<file path="src/rtl/olcs_pkg.sv">
package olcs_pkg;

  // Datapath defaults
  localparam int FracBits  = 16;
  localparam int RootSteps = 4;
  localparam int IoFrac    = 16;

  // Matrix coefficients carry CoefBits fraction bits in a CoefW-bit signed word
  localparam int CoefBits = 24;
  localparam int CoefW    = 30;

  localparam longint DecOne  = 64'sd10000000000;
  localparam longint DecHalf = 64'sd5000000000;

  localparam int OutW   = 18;
  localparam int OutMax = 131071;
  localparam int OutMin = -131072;

  localparam logic [15:0] ContrastReset = 16'd2294;

  // Round a ten-digit decimal fraction to CoefBits fraction bits
  function automatic logic signed [CoefW-1:0] cq(input longint d);
    longint r;
    r = (d * (64'sd1 << CoefBits) + DecHalf) / DecOne;
    return CoefW'(r);
  endfunction

  localparam logic signed [CoefW-1:0] ToLms [9] = '{
    cq(64'sd4122214708), cq(64'sd5363325363), cq(64'sd514459929),
    cq(64'sd2119034982), cq(64'sd6806995451), cq(64'sd1073969566),
    cq(64'sd883024619),  cq(64'sd2817188376), cq(64'sd6299787005)
  };

  localparam logic signed [CoefW-1:0] ToLab [9] = '{
    cq(64'sd2104542553),   cq(64'sd7936177850),   -cq(64'sd40720468),
    cq(64'sd19779984951),  -cq(64'sd24285922050), cq(64'sd4505937099),
    cq(64'sd259040371),    cq(64'sd7827717662),   -cq(64'sd8086757660)
  };

  localparam logic signed [CoefW-1:0] FromLab [9] = '{
    cq(DecOne), cq(64'sd3963377774),  cq(64'sd2158037573),
    cq(DecOne), -cq(64'sd1055613458), -cq(64'sd638541728),
    cq(DecOne), -cq(64'sd894841775),  -cq(64'sd12914855480)
  };

  localparam logic signed [CoefW-1:0] ToRgb [9] = '{
    cq(64'sd40767416621),  -cq(64'sd33077115913), cq(64'sd2309699292),
    -cq(64'sd12684380046), cq(64'sd26097574011),  -cq(64'sd3413193965),
    -cq(64'sd41960863),    -cq(64'sd7034186147),  cq(64'sd17076147010)
  };

endpackage

</file>
<file path="src/rtl/olcs_mat3.sv">
module olcs_mat3
  import olcs_pkg::*;
#(
  parameter int IW = 18,
  parameter int OW = 18,
  parameter logic signed [CoefW-1:0] COEF [9] = ToLms
) (
  input  logic                 clk,
  input  logic                 rst,
  input  logic                 in_valid,
  input  logic signed [IW-1:0] vin [3],
  output logic                 out_valid,
  output logic signed [OW-1:0] vout [3]
);

  localparam int PW = IW + CoefW;
  localparam int SW = PW + 2;
  localparam logic signed [SW-1:0] Half = SW'(64'sd1 << (CoefBits - 1));

  logic signed [PW-1:0] prod [9];
  logic                 prod_valid;
  logic signed [SW-1:0] sum [3];
  logic signed [SW-1:0] rnd [3];

  // Form the nine products
  always_ff @(posedge clk) begin
    if (rst) begin
      prod_valid <= 1'b0;
    end else begin
      prod_valid <= in_valid;
    end
    for (int i = 0; i < 3; i++) begin
      for (int j = 0; j < 3; j++) begin
        prod[3*i+j] <= PW'(vin[j]) * PW'(COEF[3*i+j]);
      end
    end
  end

  // Sum each row and round half away from zero
  always_comb begin
    for (int i = 0; i < 3; i++) begin
      sum[i] = SW'(prod[3*i]) + SW'(prod[3*i+1]) + SW'(prod[3*i+2]);
      rnd[i] = sum[i] + Half - SW'(signed'({1'b0, sum[i][SW-1]}));
    end
  end

  always_ff @(posedge clk) begin
    if (rst) begin
      out_valid <= 1'b0;
    end else begin
      out_valid <= prod_valid;
    end
    for (int i = 0; i < 3; i++) begin
      vout[i] <= OW'(rnd[i] >>> CoefBits);
    end
  end

endmodule

</file>
<file path="config.mk">
export PLATFORM = sky130hd
export DESIGN_NAME = olcs_mat3
export DESIGN_NICKNAME = d
export VERILOG_FILES = /design/src/rtl/olcs_pkg.sv /design/src/rtl/olcs_mat3.sv
export SDC_FILE = /design/constraint.sdc
export NUM_CORES = 2
export LEC_CHECK = 0
export ABC_AREA = 1
export BUFFER_PORTS_ARGS = -buffer_cell sky130_fd_sc_hd__buf_2
export CORE_MARGIN = 2
export CORE_UTILIZATION = 65
export CTS_BUF_LIST = sky130_fd_sc_hd__clkbuf_4 sky130_fd_sc_hd__clkbuf_8
export CTS_CLUSTER_SIZE = 28
export DETAILED_ROUTE_END_ITERATION = 16
export PLACE_DENSITY = 0.82
export SLEW_MARGIN = 30
export SYNTH_ARGS = -nofsm -noshare
export SYNTH_HDL_FRONTEND = slang
export SYNTH_SLANG_ARGS = --single-unit
</file>
<file path="constraint.sdc">
create_clock -name clk -period 8 [get_ports clk]
set_input_delay 1.2 -clock clk [delete_from_list [all_inputs] [get_ports clk]]
set_output_delay 1.2 -clock clk [all_outputs]
set_load 0.02 [all_outputs]
</file>
* Word level (Yosys, flattened, before mapping)
Memories as Yosys holds them, arrays and structs flattened.
Index checks and enable logic that the tools add are counted.
** Operators by class
- Add/subtract/negate cells :: 12
- Multipliers :: 9
** Operators by type and width (number)
- 49-bit by 48-bit adder with 50-bit output :: 3
- 48-bit by 48-bit adder with 49-bit output :: 3
- 18-bit by 25-bit multiplier with 43-bit output (second input constant) :: 3
- 42-bit by 25-bit adder with 42-bit output (second input constant) :: 3
- 42-bit by 2-bit subtractor with 42-bit output :: 3
- 18-bit by 23-bit multiplier with 41-bit output (second input constant) :: 2
- 18-bit by 21-bit multiplier with 39-bit output (second input constant) :: 2
- 18-bit by 24-bit multiplier with 42-bit output (second input constant) :: 1
- 18-bit by 22-bit multiplier with 40-bit output (second input constant) :: 1
** Storage, ports and cells
- Flip-flop bits (word level) :: 56
- RAM bits :: 432
- Input port bits :: 57
- Logic and storage cells :: 27
- Memories :: 1
** Memories
- prod :: words 9, bits a word 48, rd ports 9, clocked after Yosys merged registers in 0, wr ports 9, line olcs_mat3.sv:20 : logic signed [PW-1:0] prod [9];

* Longest topological paths before layout
An unclocked memory read counts as a cell.
- Depth after elaboration :: 5
- Depth in mapped cells :: 31

* Least setup slack after synthesis
Ideal clock, no wire load.
- Kind :: input to register
- Start :: input vin[42] in the netlist's numbering
- End :: memory prod[0][182] in the netlist's numbering
- Setup time :: 0.120 ns
- Arrival time :: 6.303 ns
- Path slack :: 1.577 ns
- Cell stages on the path :: 24
- Cell sequence :: fa_1 inv_1 fa_1 fa_1 inv_1 fa_1 inv_1 fa_1 inv_1 fa_1 ha_1 a21oi_1 inv_1 a21oi_1 inv_1 a21oi_1 o21ai_0 nand2_1 nand2_1 a21oi_1 nor2_1 nand2_1 nand2_1 xor2_1
** RTL lines
- from (decl) :: line olcs_mat3.sv:11 : input logic signed [IW-1:0] vin [3],
- to (decl) :: line olcs_mat3.sv:20

==> results.txt <==
- Status: complete, no violations
* Total Nets Final: 12830
- Of the synthesized area, sequential elements account for 10.09%.
- The first global-routing pass estimated 443900 um of wire.
- Number of antenna violations at the first check in global routing: 34
- Slew Viols, Final: 0
* Clock-pin slew of the registers on the worst-case setup and hold paths: 0.06 ns
- Gate Count Post-Synth: 9657
- Ports placed on the boundary: 112
- Of all nets on the critical path, the largest fanout is 11.
- Series of cell instances along the critical path: buf_2, inv_1, ha_1, inv_1, fa_1, inv_1, fa_1, fa_1, fa_1, inv_1, fa_1, inv_1, ha_1, nand2_1, nor2_1, nand2_1, nor4b_1, a21oi_1, o21a_1, o21ai_0, nand3_1, nand2_1, xor2_1
* Capturing element type of the critical path: flop
* Post-CTS Setup Inserts: 0
- Chip width: 360.8 um
* Floorplan Core Area: 0.1261 mm2
- The path class of the tightest hold or removal check is reg2reg.
* Startpoint class of the critical path: primary input
- Input and output buffers added on the ports amount to 111.
* Endpoints failing setup: 0
- Together, buffers and inverters on the worst path number 6.
* Worst Path Required: 8.77 ns
* Clock H-tree levels: 3
- For this design, the slowest cell found on the critical path is fa_1.
- The worst setup path is of the in2reg kind.
- Average vias per placed instance: 5.929
- Hold Fails Final Rpt: 0
- Residual antenna-violating net count after detailed routing: 0
- The netlist uses 59 different library cells.
- Clock tree synthesis inserted a total of 78 buffers.
- Final standard cell utilization of the core: 69.68%
- Routability-driven placement finished with a final weighted congestion of 1.111.
- Final critical-path required period: 6.577 ns
* Synth warn: 0
* Maximum number of pins on one net before global-route repair: 16
- STA puts the critical path data arrival time at 7.35 ns.
* Overall die height: 360.8 um
- Across every metal layer, demand over resource in global routing totals 46.73%.
- Half-perimeter wire length of the detailed placement result: 267400 um
- Of the available clock period, the critical path in the final layout requires 82.21%.
- Worst rel slew slack: 25.54%
* Longest Clk Path Bufs: 3
- Share of cells above drive strength 1: 4.008%
* Area of the mapped netlist: 0.08275 mm2
* RSZ-0062 raised after global routing: false
- Starting DRC count in detailed routing: 7312
* Slew at the pin with the worst max-slew slack: 1.113 ns
* Number of sinks driven by the clock tree: 417
- Highest cell delay on the worst timing path: 0.57 ns
- Hold buffers post-CTS: 0
* Number of gates resized after CTS: 0
* Area growth from synthesis to layout: 6.144%
* Net count after synthesis: 12560
* Final Routed Wirelength: 302100 um
- Across the routed clock network, the largest skew measured is 0.1085 ns.
* Count of flip-flops with a built-in enable after synthesis: 0
* Cell chosen for the clock root: clkbuf_8
* Vias: 69050
- Number of global-route vias before repair: 71340
- Dividing the synthesized area by the synthesized cell count gives 8.569 um2.
- Worst skew pair latency: 0.87 ns
- CTS tree: yes
- MaxCap Viol Count: 0
* Register bit count reported by yosys: 417
* Prevailing post-synth register cell: dfxtp_1
- For this run, design rule violations remaining after detail routing come to 0.
- Total die area: 0.1302 mm2
* FFs w/ async S/R, synth: 0%
- Wirelength per Cell: 25.94 um
- Accumulated negative setup slack: 0 ns
* Number of rows in the core area: 130
* Family of cells with the greatest summed delay on the critical path: adder cells
* Effective utilization at floorplan: 65.65%
- Maximum operating frequency: 152.1 MHz
* GRT overflow: 0
- Drt pass-1 iters: 9
## per-stage QoR
| stage | setup slack (ns) | hold slack [ns] | area [um2] | cells |
|---|---|---|---|---|
| 6_report | 1.423 | 0.4148 | 87840 | 11650 |
| 5_1_grt | 1.141 | 0.4374 | 87800 | 11630 |
| 4_1_cts | 1.589 | 0.4189 | 87750 | 11630 |
| 3_5_place_dp | 0.7184 | 0.4082 | 85930 | 11490 |
| 3_3_place_gp | 0.8867 | 0.3963 | 85910 | 11490 |
| 2_1_floorplan | 1.577 | 0.3883 | 82750 | 9657 |
## cell type report
type | count | area [um2]
diodes | 16 | 40.04
clock buffers | 108 | 1368
clock inverters | 33 | 450.4
fillers | 10130 | 38220
inverters | 2541 | 9538
multi-input cells | 6697 | 64930
flip-flops and latches | 417 | 8348
well taps | 1650 | 2064
repair buffers | 183 | 1096
## cells by family after synthesis
logic type,count (synthesis),share of synthesized area (%)
compound gates,1274,8.784
xor+xnor,452,4.825
flops,417,10.09
buf+inv,2543,11.54
fa+ha+maj,2850,54.25
simple gates,2121,10.52
## synth_stat cells, types with 9 or more instances
| cell type | instances | area share (%) |
|---|---|---|
| fa_1 | 1230 | 30 |
| o21a_1 | 54 | 0.49 |
| nand2_1 | 1154 | 5.2 |
| inv_1 | 2539 | 12 |
| o211ai_1 | 16 | 0.15 |
| a21oi_1 | 632 | 3.8 |
| o21bai_1 | 42 | 0.38 |
| dfxtp_1 | 417 | 10 |
| nor4_1 | 18 | 0.14 |
| ha_1 | 1620 | 24 |
| nand4_1 | 72 | 0.54 |
| a21boi_0 | 15 | 0.14 |
| xnor2_1 | 129 | 1.4 |
| o2111ai_1 | 9 | 0.095 |
| or2_2 | 13 | 0.098 |
| o21ai_2 | 9 | 0.095 |
| a221oi_1 | 11 | 0.12 |
| nor3_1 | 67 | 0.41 |
| nand3_1 | 184 | 1.1 |
| a21o_1 | 46 | 0.42 |
| o221ai_1 | 13 | 0.14 |
| o21ai_1 | 34 | 0.21 |
| nor2_1 | 574 | 2.6 |
| o21ai_0 | 255 | 1.5 |
| a31oi_1 | 82 | 0.62 |
| a211oi_1 | 11 | 0.10 |
| xor2_1 | 320 | 3.4 |
## worst register-to-register path, stage by stage (launching register included)
cell and delay (ns):
dfxtp_1 0.44, fa_1 0.70, ha_1 0.24, nand2_1 0.08, nand2_1 0.10, o21ai_2 0.10
o21ai_0 0.38, a21oi_1 0.23, o21ai_0 0.36, nand2_1 0.09, nand2_1 0.13, nand2_1 0.08
nand2_1 0.13, a21boi_0 0.15, xnor2_2 0.64, inv_1 0.10, ha_1 0.43, nand2_1 0.13
nor2_1 0.12, inv_1 0.11, nor4_1 0.48, nand2_1 0.09, o211ai_1 0.17, a21oi_1 0.07
nand3_1 0.10, nand2_1 0.06
## layout by cell type, fill, tap and decap left out, types with 67 or more instances in the layout
master    netlist  final
nand3_1       184    184
dfxtp_1       417    417
xnor2_1       129    125
a31oi_1        82     82
buf_2           1    111
o21ai_0       255    255
buf_4           0     72
clkbuf_8        0     89
nor3_1         67     67
nor2_1        574    574
xor2_1        320    314
ha_1         1620   1620
nand4_1        72     72
a21oi_1       632    632
inv_1        2539   2539
fa_1         1230   1230
nand2_1      1154   1154
## worst paths after layout
| kind | from | endpoint | slack (ns) | cells past startpoint |
|---|---|---|---|---|
| worst min-delay path | prod_valid | out_valid | 0.41 | 2 |
| worst max-delay path | vin[52] | prod[0][320] | 1.42 | 23 |
| worst min register to register | prod_valid | out_valid | 0.41 | 2 |
| worst max register to register | prod[0][193] | vout[30] | 2.18 | 25 |
## registers in the layout (all words and copies together) (netlist names)
signal      count
vout           54
out_valid       1
prod_valid      1
prod          361
## metal layers
| metal | global-route usage (%) | vias to the layer above | share of wire [%] |
|---|---|---|---|
| met5 | 0 | - | 0.052 |
| met4 | 27.76 | 24 | 7.3 |
| met3 | 18.91 | 977 | 13 |
| met2 | 67.87 | 3943 | 41 |
| met1 | 58.41 | 33320 | 38 |
| li1 | - | 30790 | - |
Power is left out: the tool's default activity adds up to more than one toggle a clock period on the data nets, which glitch-free logic cannot reach.
